## src/hdl/rahc_pkg.sv

```systemverilog
// Package with the constants and types shared by the row alpha hint classifier files.
`default_nettype none

package rahc_pkg;

  localparam int TILE_ROWS = 64;
  localparam int ROW_W     = 6;
  localparam int ALPHA_W   = 8;
  localparam int HINT_W    = 2;
  localparam int OP_W      = 2;

  localparam int IN_DATA_W  = 16;
  localparam int OUT_DATA_W = 8;

  localparam logic [ALPHA_W-1:0] ALPHA_CLEAR = 8'd0;
  localparam logic [ALPHA_W-1:0] ALPHA_FULL  = 8'd255;

  typedef enum logic [OP_W-1:0] {
    OP_PIXEL = 2'd0,
    OP_READ  = 2'd1,
    OP_WRITE = 2'd2,
    OP_NOP   = 2'd3
  } op_t;

  typedef enum logic [HINT_W-1:0] {
    HINT_UNKNOWN     = 2'd0,
    HINT_OPAQUE      = 2'd1,
    HINT_TRANSPARENT = 2'd2,
    HINT_MIXED       = 2'd3
  } hint_t;

endpackage

`default_nettype wire

```

## src/hdl/row_alpha_hint_classifier.sv

```systemverilog
// Row alpha hint classifier: per-row hint store with pixel classification.
// A result word passes the s1 register and then the output register to the master side.
// Throughput: one word per cycle; a stalled master side backs up the slave side.
// The hint store read is registered at acceptance, with forwarding of a same-cycle write.
// Reset: synchronous; all hints become unknown at once through per-row valid bits,
// the open classification run is closed and has_alpha returns to 1.
`default_nettype none

module row_alpha_hint_classifier
  import rahc_pkg::*;
(
  input  wire logic                  clk,
  input  wire logic                  rst,
  input  wire logic                  cfg_we,
  input  wire logic                  cfg_wdata,
  input  wire logic                  s_axis_tvalid,
  output logic                       s_axis_tready,
  // Fields from bit 0: row[5:0], alpha[13:6], hint_value[15:14].
  input  wire logic [IN_DATA_W-1:0]  s_axis_tdata,
  // Fields from bit 0: op[1:0].
  input  wire logic [OP_W-1:0]       s_axis_tuser,
  input  wire logic                  s_axis_tlast,
  output logic                       m_axis_tvalid,
  input  wire logic                  m_axis_tready,
  // Fields from bit 0: out_row[5:0], hint[7:6].
  output logic [OUT_DATA_W-1:0]      m_axis_tdata
);

  logic has_alpha;

  logic [HINT_W-1:0] mem [TILE_ROWS];
  logic [TILE_ROWS-1:0] vbit;

  logic               s1_v;
  op_t                s1_op;
  logic [ROW_W-1:0]   s1_row;
  logic [ALPHA_W-1:0] s1_alpha;
  logic               s1_last;
  hint_t              s1_hv;
  logic [HINT_W-1:0]  s1_mem;
  logic               s1_vbit;
  logic               fwd_hit;
  hint_t              fwd_hint;

  logic [ALPHA_W-1:0] first_alpha;
  logic               row_is_mixed;
  logic               row_in_progress;

  logic [ALPHA_W-1:0] first_alpha_next;
  logic               row_is_mixed_next;
  logic               row_in_progress_next;

  logic               o_v;
  logic [ROW_W-1:0]   o_row;
  hint_t              o_hint;

  logic               accept;
  logic               s1_adv;
  logic               o_ready;
  logic               in_range;
  logic               s1_in_range;
  hint_t              h_rd;
  hint_t              res_hint;
  logic               res_v;
  logic               we;
  hint_t              wr_hint;
  logic               mixed_now;

  logic [ROW_W-1:0]   s_row;
  assign s_row = s_axis_tdata[ROW_W-1:0];

  assign in_range    = ({1'b0, s_row} < (ROW_W+1)'(TILE_ROWS));
  assign s1_in_range = ({1'b0, s1_row} < (ROW_W+1)'(TILE_ROWS));

  assign o_ready       = !o_v || m_axis_tready;
  assign s1_adv        = s1_v && (!res_v || o_ready);
  assign s_axis_tready = !s1_v || s1_adv;
  assign accept        = s_axis_tvalid && s_axis_tready;

  always_comb begin
    if (!s1_in_range) begin
      h_rd = HINT_UNKNOWN;
    end else if (fwd_hit) begin
      h_rd = fwd_hint;
    end else if (s1_vbit) begin
      h_rd = hint_t'(s1_mem);
    end else begin
      h_rd = HINT_UNKNOWN;
    end
  end

  always_comb begin
    res_v                = 1'b0;
    res_hint             = h_rd;
    we                   = 1'b0;
    wr_hint              = s1_hv;
    first_alpha_next     = first_alpha;
    row_is_mixed_next    = row_is_mixed;
    row_in_progress_next = row_in_progress;
    mixed_now            = row_is_mixed;
    case (s1_op)
      OP_READ: begin
        res_v = 1'b1;
      end
      OP_WRITE: begin
        we = s1_in_range;
      end
      OP_PIXEL: begin
        if (!has_alpha) begin
          if (s1_last) begin
            res_v                = 1'b1;
            res_hint             = HINT_OPAQUE;
            we                   = s1_in_range;
            wr_hint              = HINT_OPAQUE;
            row_in_progress_next = 1'b0;
          end
        end else if (h_rd == HINT_UNKNOWN) begin
          if (!row_in_progress) begin
            first_alpha_next = s1_alpha;
            mixed_now        = (s1_alpha != ALPHA_CLEAR) && (s1_alpha != ALPHA_FULL);
          end else if (s1_alpha != first_alpha) begin
            mixed_now = 1'b1;
          end
          row_is_mixed_next    = mixed_now;
          row_in_progress_next = 1'b1;
          if (s1_last) begin
            if (mixed_now) begin
              res_hint = HINT_MIXED;
            end else if (first_alpha_next == ALPHA_CLEAR) begin
              res_hint = HINT_TRANSPARENT;
            end else begin
              res_hint = HINT_OPAQUE;
            end
            res_v                = 1'b1;
            we                   = s1_in_range;
            wr_hint              = res_hint;
            row_in_progress_next = 1'b0;
          end
        end else if (s1_last) begin
          res_v                = 1'b1;
          row_in_progress_next = 1'b0;
        end
      end
      default: begin
      end
    endcase
  end

  always_ff @(posedge clk) begin
    if (rst) begin
      has_alpha <= 1'b1;
    end else if (cfg_we) begin
      has_alpha <= cfg_wdata;
    end
  end

  always_ff @(posedge clk) begin
    if (s1_adv && we) begin
      mem[s1_row] <= wr_hint;
    end
  end

  always_ff @(posedge clk) begin
    if (accept && in_range) begin
      s1_mem <= mem[s_row];
    end
  end

  always_ff @(posedge clk) begin
    if (rst) begin
      vbit <= '0;
    end else if (s1_adv && we) begin
      vbit[s1_row] <= 1'b1;
    end
  end

  always_ff @(posedge clk) begin
    if (rst) begin
      s1_v    <= 1'b0;
      fwd_hit <= 1'b0;
    end else if (accept) begin
      s1_v    <= 1'b1;
      fwd_hit <= s1_adv && we && (s1_row == s_row);
    end else if (s1_adv) begin
      s1_v <= 1'b0;
    end
  end

  always_ff @(posedge clk) begin
    if (accept) begin
      s1_op    <= op_t'(s_axis_tuser);
      s1_row   <= s_row;
      s1_alpha <= s_axis_tdata[ROW_W+ALPHA_W-1:ROW_W];
      s1_hv    <= hint_t'(s_axis_tdata[ROW_W+ALPHA_W+HINT_W-1:ROW_W+ALPHA_W]);
      s1_last  <= s_axis_tlast;
      s1_vbit  <= in_range ? vbit[s_row] : 1'b0;
      fwd_hint <= wr_hint;
    end
  end

  always_ff @(posedge clk) begin
    if (rst) begin
      first_alpha     <= '0;
      row_is_mixed    <= 1'b0;
      row_in_progress <= 1'b0;
    end else if (s1_adv) begin
      first_alpha     <= first_alpha_next;
      row_is_mixed    <= row_is_mixed_next;
      row_in_progress <= row_in_progress_next;
    end
  end

  always_ff @(posedge clk) begin
    if (rst) begin
      o_v <= 1'b0;
    end else if (s1_adv && res_v) begin
      o_v <= 1'b1;
    end else if (m_axis_tready) begin
      o_v <= 1'b0;
    end
  end

  always_ff @(posedge clk) begin
    if (s1_adv && res_v) begin
      o_row  <= s1_row;
      o_hint <= res_hint;
    end
  end

  assign m_axis_tvalid = o_v;
  assign m_axis_tdata  = {o_hint, o_row};

endmodule

`default_nettype wire

```

## config.mk

```make
export PLATFORM = sky130hd
export DESIGN_NAME = row_alpha_hint_classifier
export DESIGN_NICKNAME = d
export VERILOG_FILES = /design/src/hdl/rahc_pkg.sv /design/src/hdl/row_alpha_hint_classifier.sv
export SDC_FILE = /design/constraint.sdc
export NUM_CORES = 1
export LEC_CHECK = 0
export ABC_CLOCK_PERIOD_IN_PS = 5300
export BUFFER_PORTS_ARGS = -buffer_cell sky130_fd_sc_hd__buf_2
export CORE_MARGIN = 2
export CORE_UTILIZATION = 45
export DETAILED_ROUTE_END_ITERATION = 12
export MAX_ROUTING_LAYER = met4
export SYNTH_ARGS = -nofsm -noshare
export SYNTH_HDL_FRONTEND = slang
export SYNTH_SLANG_ARGS = --single-unit
```

## constraint.sdc

```tcl
create_clock -name clk -period 5.3 [get_ports clk]
set_input_delay 0.265 -clock clk [delete_from_list [all_inputs] [get_ports clk]]
set_output_delay 0.265 -clock clk [all_outputs]
set_load 0.01 [all_outputs]
```

Word level (Yosys, flattened, before mapping)

Memory sizes are Yosys's and may differ from the RTL's. A register that Yosys moved wholly into a read port is not among the register bits.
Cells that the tools add are included.

Bits in registers: 108
RAM bits: 128
Output and inout bits: 10
Logic and storage cells: 90
Memories: 1

$lt $le $gt $ge: 3
Eq/ne operators: 5
Mux-type cells: 42
Bitwise operators: 1
Reductions and logical operators: 21

Memory list:

| name | depth | width | read ports | clocked after Yosys merged registers in | write ports | line                            | source |
|---|---|---|---|---|---|---|---|
| mem  | 64    | 2     | 1          | 1                                       | 1           | row_alpha_hint_classifier.sv:31 | `logic [HINT_W-1:0] mem [TILE_ROWS];` |

Operators with widths:

| operator             | number |
|---|---|
| $or A64 B64 Y64      | 1 |
| $mux W8              | 4 |
| $mux W2              | 14 |
| $mux W1              | 20 |
| $lt A6 B7 Y1 const B | 2 |
| $logic_not A8 Y1     | 1 |
| $ne A8 B8 Y1         | 1 |
| $ne A8 B8 Y1 const B | 1 |
| $reduce_bool A8 Y1   | 1 |
| $logic_and A1 B1 Y1  | 7 |
| $bmux W1 S6          | 1 |
| $demux W1 S6         | 1 |
| $eq A6 B6 Y1         | 1 |
| $ge A6 B1 Y1 const B | 1 |
| $logic_not A2 Y1     | 2 |
| $pmux W1 S2          | 2 |
| $reduce_and A4 Y1    | 1 |
| $reduce_bool A2 Y1   | 2 |
| $logic_not A1 Y1     | 3 |
| $logic_or A1 B1 Y1   | 3 |
| $eq A2 B1 Y1 const B | 1 |
| $eq A2 B2 Y1 const B | 1 |
| $reduce_and A2 Y1    | 1 |

Depth between registers and ports, before layout

Gate-level depths: netlist (run 1).

Depth after elaboration: 13
Mapped depth: 7
Gate-level depth less buffers: 5

Worst setup path after synthesis (run 1)

Ideal clock, no wire load.

Kind: reg2reg
Start point: register s1_vbit
End point: register fwd_hint[0] (data pin)
Library setup time: 0.772 ns
Data arrival time: 3.847 ns
Setup slack: 0.681 ns
Stages on the path, launching flop included: 6
Buffers on the path: 0
Period minus slack after synthesis: 4.619 ns
Cells stage by stage: edfxtp_1 o21ai_1 o21ai_2 or3_1 a211oi_1 a311oi_1

Cells in the longest elaborated chain, start to end: 6

RTL lines:

| element                | line                             | source |
|---|---|---|
| from (decl)            | row_alpha_hint_classifier.sv:41  | `logic s1_vbit;` |
| from (signal assigned) | row_alpha_hint_classifier.sv:196 | `s1_vbit <= in_range ? vbit[s_row] : 1'b0;` |
| $mux W2                | row_alpha_hint_classifier.sv:85  | `end else if (s1_vbit) begin` |
| $mux W2                | row_alpha_hint_classifier.sv:83  | `end else if (fwd_hit) begin` |
| $logic_not A2 Y1       | row_alpha_hint_classifier.sv:117 | `end else if (h_rd == HINT_UNKNOWN) begin` |
| $mux W2                | row_alpha_hint_classifier.sv:117 |  |
| $mux W2                | row_alpha_hint_classifier.sv:109 | `if (!has_alpha) begin` |
| $mux W2                | row_alpha_hint_classifier.sv:101 | `case (s1_op)` |
| net wr_hint[0]         | row_alpha_hint_classifier.sv:66  | `hint_t wr_hint;` |
| to (signal assigned)   | row_alpha_hint_classifier.sv:197 | `fwd_hint <= wr_hint;` |
| to (decl)              | row_alpha_hint_classifier.sv:43  | `hint_t fwd_hint;` |

The timed path passes the listed nets, and every way through them passes these cells.
A chain may end at the register's enable or synchronous reset.

Worst setup path after layout (run 1)

Start point: register s1_mem[0], read port of mem
End point: memory mem[3][0], enable pin

Cells in the longest elaborated chain, start to end: 9

RTL lines:

| element                       | line                             | source |
|---|---|---|
| from (decl)                   | row_alpha_hint_classifier.sv:40  | `logic [HINT_W-1:0] s1_mem;` |
| $mux W2                       | row_alpha_hint_classifier.sv:85  |  |
| $mux W2                       | row_alpha_hint_classifier.sv:83  |  |
| $logic_not A2 Y1              | row_alpha_hint_classifier.sv:117 |  |
| $mux W1                       | row_alpha_hint_classifier.sv:117 |  |
| $mux W1                       | row_alpha_hint_classifier.sv:109 |  |
| $pmux W1 S2                   | row_alpha_hint_classifier.sv:101 |  |
| $logic_and A1 B1 Y1           | row_alpha_hint_classifier.sv:158 | `if (s1_adv && we) begin` |
| $mux W1                       | row_alpha_hint_classifier.sv:158 |  |
| $mux W1 (implied by the code) | row_alpha_hint_classifier.sv:159 | `mem[s1_row] <= wr_hint;` |
| to (decl)                     | row_alpha_hint_classifier.sv:31  |  |

No other way between the ends.

==> results of run 1 <==
flip-flops by register name, summed over array words and instances, names as in the netlist:
signal,flops
first_alpha,8
mem,128
row_in_progress,1
m_axis_tvalid,1
s1_hv,2
o_row,6
vbit,64
s1_vbit,1
has_alpha,1
s1_row,6
o_hint,2
s1_alpha,8
row_is_mixed,1
s1_mem,2
fwd_hint,2
s1_op,2
s1_last,1
s1_v,1
fwd_hit,1
synthesized netlist by cell type (all sizes together):
library cell  number  area (µm²)
or3b               1        8.76
o2111ai            1        8.76
nand3              8        40.0
inv                5        18.8
o31ai              1        7.51
o221ai             4        35.0
o211ai             1        7.51
o21bai             1        7.51
or4                1        7.51
o21ai             16        87.6
nor3b              1        7.51
edfxtp           160        4800
a211o              1        8.76
nand4b             1        8.76
nor4               8        65.1
o21ba              1        10.0
and3               2        12.5
o22ai             10        62.6
mux4              48        1080
o2bb2ai           64         561
a2111oi            2        55.1
nand2             31         116
o221a              1        11.3
xor2              10        87.6
or3                2        12.5
a21o               1        7.51
or2                1        6.26
nand2b            11        68.8
a21oi             12        60.1
nor3               6        30.0
buf               14        92.6
dfxtp             78        1560
mux2               4        45.0
and2               3        18.8
a311oi             1        8.76
nor2b              3        18.8
a211oi             3        22.5
nand3b             4        30.0
a21boi             1        7.51
xnor2              4        35.0
nor2              85         319
clkbuf            24        90.1
nand4              2        12.5
mux2i             13         130
logic make-up (layout without fill, tap and decap cells):
family | after synthesis | after routing | synth area share
multiplexers | 65 | 65 | 0.130
buffers and inverters | 43 | 104 | 0.0208
flip-flops | 238 | 238 | 0.656
AND/OR/NAND/NOR | 170 | 170 | 0.0808
AO/OA/AOI/OAI | 121 | 121 | 0.0999
XOR/XNOR | 14 | 14 | 0.0126
how the worst max path moves through the flow:
stage,depth (start not counted),startpoint,slack (ps),endpoint
2_1_floorplan,5,s1_vbit,680,fwd_hint[0]
3_3_place_gp,7,s_axis_tdata[0],2360,s1_mem[1]
3_5_place_dp,7,s_axis_tdata[0],2350,s1_mem[1]
4_1_cts,5,s1_mem[0],2590,mem[3][1]
5_1_grt,5,s1_mem[1],2380,mem[3][0]
6_report,5,s1_mem[0],2500,mem[3][0]
layout make-up:
class | count | share of cell area
Clock inverter | 16 | 0.0216
Tap cell | 275 | 0.0309
Sequential cell | 238 | 0.572
Multi-Input combinational cell | 370 | 0.284
Inverter | 5 | 0.00169
Clock buffer | 29 | 0.0576
Timing Repair Buffer | 54 | 0.0322
metal layers:
metal | global-route usage | share of wire
met1 | 0.281 | 0.44
met2 | 0.324 | 0.47
met3 | 0.0422 | 0.065
met4 | 0.0565 | 0.021
met5 | - | 0
what timing repair did:
action	in CTS	in global routing
hold endpoints to repair	15	0
setup endpoints to repair	0	0
hold buffers	15	0
worst max-delay path, delay by kind of cell, from the launching register on:
family / cells / cell delay [ps]
AO/OA/AOI/OAI: 3 / 1060
flip-flops: 1 / 410
AND/OR/NAND/NOR: 2 / 1010
power breakdown:
part	total (mW)	internal [mW]	switching [mW]	leakage (nW)
clock	1.88	1.16	0.718	0.415
sequential	2.03	2.02	0.0184	2.09
combinational	0.218	0.0771	0.141	1.04
per-stage QoR:
step,util,area (µm²),hold WS (ps),cells
final,0.528,11100,11.3,987
after global routing,0.528,11100,12.0,987
after CTS,0.528,11100,3.75,987
after detailed placement,0.479,10100,443,927
after global placement,0.479,10100,439,927
after floorplan,-,9700,334,651
==> flow_summary_export.csv, run 1 <==
group,metric,value,unit
clocking,cts.reportedPaths.clkPinSlew,60,ps
route,ant_nets,0,
setup_path,reg2reg_from,"s1_mem[0]",
setup_path,crit_chain,"o21ai_1 -> o21ai_2 -> a2111oi_4 -> nand3_1 -> nor2_1",
final_layout,n_antenna_cell,0,
setup_path,end_kind,"flop",
floorplan,initial_core_util,0.460,
clocking,cts_resized,0,
floorplan,dieArea,0.0227,mm²
global_route,grt_max_degree,67,
timing,skew,21.9,ps
floorplan,ioPinCount,35,
placement,dpl.hpwl,13.7,mm
setup_path,cp_max_fo,9,
clocking,cts_num_sinks,238,
clocking,clock_latency,530,ps
timing,min_period,2800,ps
floorplan,die_y,151,µm
route,first_iter_violations,536,
final_layout,layout_commonest_cell,"edfxtp_1",
route,vias_per_cell,5.87,
global_route,overflow,0,
setup_path,worstSetupStartpointType,"flop",
power,vdd_drop_max,0.172,mV
route,first_pass_iters,5,
timing,max_freq,357,MHz
min_path,worstHoldPathType,"in2reg",
final_layout,layout_common_cells,"edfxtp_1, nor2_1, dfxtp_1",
yosys,synth_area,0.00970,mm²
yosys,synth_nets,676,
placement,portBuffers,34,
clocking,cts_buffer_depth,3,
setup_path,cpMaxStageDelayCell,"nand3_1",
clocking,cts_tree,"done",
yosys,synth_seq_cells,238,
setup_path,r2r-end,"mem[3][0]",
floorplan,core,0.0211,mm²
route,postRouteWirelength,22.2,mm
clocking,postCtsSetupRepairBufs,0,
outcome,status,"complete, no violations",
job,maxCapViolCount,0,
final_layout,register_area,0.00637,mm²
global_route,grt_first_pass_wirelength,34.4,mm
final_layout,syn_to_final_growth,14.7,%
placement,pre_cts_ws,2350,ps
power,p_leak,3.54,nW
global_route,grtUsageTotal,0.208,
min_path,hold_path_depth,3,
final_layout,nFillCells,1711,
yosys,synth_seq_area_share,0.656,
global_route,grt_pass1_vias,5858,
timing,finalMaxSlewViolations,0,
route,vias,5791,
timing,period_share,0.528,
min_path,holdPathEnd,"has_alpha",
setup_path,worstPathRequired,5510,ps
yosys,yosysWarnings,0,
timing,relSlewSlack,0.152,
placement,gp_congestion,0.808,
timing,worst_pin_slew,1270,ps
final_layout,multi_input_area,0.00316,mm²
power,total_power,4.13,mW
timing,finalWorstSetupSlack,2500,ps
route,drt_drc_violations_left,0,
setup_path,slowest_delay,630,ps
yosys,synth_cells,651,
timing,finalSetupViolCount,0,
route,wire_per_inst,22.5,µm
clocking,numCtsBuffers,25,
power,powerDensity,371,mW/mm²
final_layout,nets,719,
yosys,ys_types,50,
yosys,synth.avg_cell_area,14.9,µm²
clocking,cts-root-buf,"clkbuf_16",
timing,setup-tns-final,0,ps
timing,rsz0062_at_grt,"no",
timing,hold_viol_final,0,
floorplan,die_w,151,µm
setup_path,critPathKind,"reg2reg",
setup_path,rr_worst_depth,5,
setup_path,rrSetupSlack,2500,ps
setup_path,cp.arrival,3010,ps
clocking,htreeDepth,1,
min_path,min_from,"cfg_wdata",
global_route,antenna_found_initial,0,
final_layout,drive_gt1_frac,0.198,
floorplan,rows,53,
No activity file was read; power rests on OpenSTA's default activity.
==> run 2: changes to the inputs <==
Settings changed: ABC_CLOCK_PERIOD_IN_PS 5300 to 2600.
Clock period 5.3 ns to 2.6 ns, I/O delays scaled along.
==> run 2 against run 1 <==
Non-clock buffer count is 22 higher. Register-to-register slack worse by 2300 ps. Largest power group unchanged. Wire length hardly changed. Clock power is 82% higher. Hold slack better by 150 ps. Flip-flop and latch count stayed put. Cell area is 1.6% higher. Final cell count is 2.1% higher. Critical endpoint is now mem[40][0]. Clock skew is 10 ps lower.
==> flow_summary_export.csv, run 2 (synthesized netlist as in run 1, its figures left out) <==
group,metric,value,unit
clocking,cts.reportedPaths.clkPinSlew,60,ps
global_route,antenna_found_initial,0,
route,first_iter_violations,451,
setup_path,cp.arrival,2580,ps
clocking,cts_num_sinks,238,
clocking,clock_latency,520,ps
placement,dpl.hpwl,13.9,mm
floorplan,die_w,151,µm
final_layout,drive_gt1_frac,0.207,
timing,finalMaxSlewViolations,0,
final_layout,nets,741,
clocking,cts_hold_buf,23,
power,p_leak,3.64,nW
final_layout,regMostFlops,"mem",
outcome,status,"complete, no violations",
floorplan,dieArea,0.0227,mm²
final_layout,nFillCells,1682,
floorplan,rows,53,
setup_path,slowest_delay,550,ps
route,postRouteWirelength,22.2,mm
placement,pre_cts_ws,232,ps
final_layout,fin_area,0.0113,mm²
setup_path,critPathKind,"reg2reg",
setup_path,crit_chain,"o21ai_1 -> o21ai_4 -> a2111oi_4 -> nand2_1 -> nor2_1",
placement,place_area,0.0103,mm²
setup_path,worstPathRequired,2810,ps
min_path,worstHoldPathType,"in2reg",
setup_path,end_kind,"flop",
final_layout,multi_input_area,0.00317,mm²
timing,finalWorstSetupSlack,223,ps
clocking,numCtsBuffers,25,
placement,portBuffers,34,
global_route,overflow,0,
power,p_seq_frac,0.515,
final_layout,largest_register_ffs,128,
placement,gp_congestion,0.841,
floorplan,initial_core_util,0.460,
job,maxCapViolCount,0,
timing,worst_pin_slew,735,ps
timing,skew,11.9,ps
floorplan,die_y,151,µm
global_route,grt_max_degree,67,
timing,max_freq,421,MHz
clocking,cts_resized,0,
global_route,grt_pass1_vias,5889,
power,netSwitchingPower,1.73,mW
power,p_comb_frac,0.060,
setup_path,cp_max_fo,9,
global_route,grtUsageTotal,0.204,
final_layout,reg_top3,"mem (128), vbit (64)",
placement,dp.cells,941,
power,intPower,6.32,mW
global_route,grt_first_pass_wirelength,33.9,mm
timing,setup-tns-final,0,ps
route,vias,5824,
setup_path,cpMaxStageDelayCell,"a2111oi_4",
floorplan,core,0.0211,mm²
timing,hold_ws,161,ps
timing,finalSetupViolCount,0,
power,powerDensity,712,mW/mm²
power,switching_share,0.215,
route,ant_nets,0,
clocking,postCtsSetupRepairBufs,0,
final_layout,instances_no_fill,1008,
clocking,cts_buffer_depth,3,
clocking,cts-root-buf,"clkbuf_16",
clocking,htreeDepth,1,
timing,min_period,2380,ps
final_layout,layout_commonest_cell,"edfxtp_1",
clocking,cts_tree,"done",
final_layout,syn_to_final_growth,16.5,%
power,vdd_drop_max,0.361,mV
setup_path,worstSetupStartpointType,"flop",
route,drt_drc_violations_left,0,
setup_path,cp_num_buf_inv,0,
route,vias_per_cell,5.78,
floorplan,ioPinCount,35,
route,first_pass_iters,5,
route,wire_per_inst,22.0,µm
power,p_clk_frac,0.425,
final_layout,layout_common_cells,"edfxtp_1, nor2_1, dfxtp_1",
timing,rsz0062_at_grt,"no",
timing,relSlewSlack,0.508,
timing,period_share,0.914,
final_layout,register_area,0.00637,mm²
final_layout,n_antenna_cell,0,
timing,hold_viol_final,0,
setup_path,crit_family,"compound AO/OA/AOI/OAI gates",
-- run 2: final timing paths --
check,start,endpoint,slack (ps),depth (start not counted)
worst min register to register,vbit[53],vbit[53],460,1
worst max-delay path,fwd_hint[1],mem[40][0],220,5
worst max register to register,fwd_hint[1],mem[40][0],220,5
worst min-delay path,s_axis_tdata[0],s1_row[0],160,2
-- run 2: stage by stage --
stage           util  total power [mW]
2_1_floorplan      -              4.52
3_3_place_gp   0.488              4.67
3_5_place_dp   0.488              4.68
4_1_cts        0.536              8.12
5_1_grt        0.536              8.30
6_report       0.536              8.05
-- run 2: final cells by class --
class / count / share of cell area
Clock buffer: 35 / 0.0604
Clock inverter: 9 / 0.00886
Inverter: 5 / 0.00166
Multi-Input combinational cell: 370 / 0.281
Sequential cell: 238 / 0.563
Tap cell: 275 / 0.0304
Timing Repair Buffer: 76 / 0.0547
-- run 2: power by group through the flow --
stage	clock [mW]	combinational, mW	sequential, mW
2_1_floorplan	0	0.303	4.21
3_3_place_gp	0	0.446	4.22
3_5_place_dp	0	0.456	4.22
4_1_cts	3.49	0.483	4.14
5_1_grt	3.63	0.520	4.15
6_report	3.43	0.480	4.15
-- run 2: metal layers --
layer	routed length, µm	vias up	global-route usage	part of all wire
met2	10800	187	0.330	0.48
met1	9880	2933	0.277	0.45
li1	-	2677	-	-
met3	1190	27	0.0289	0.054
met4	360	0	0.0523	0.016
met5	0	-	-	0
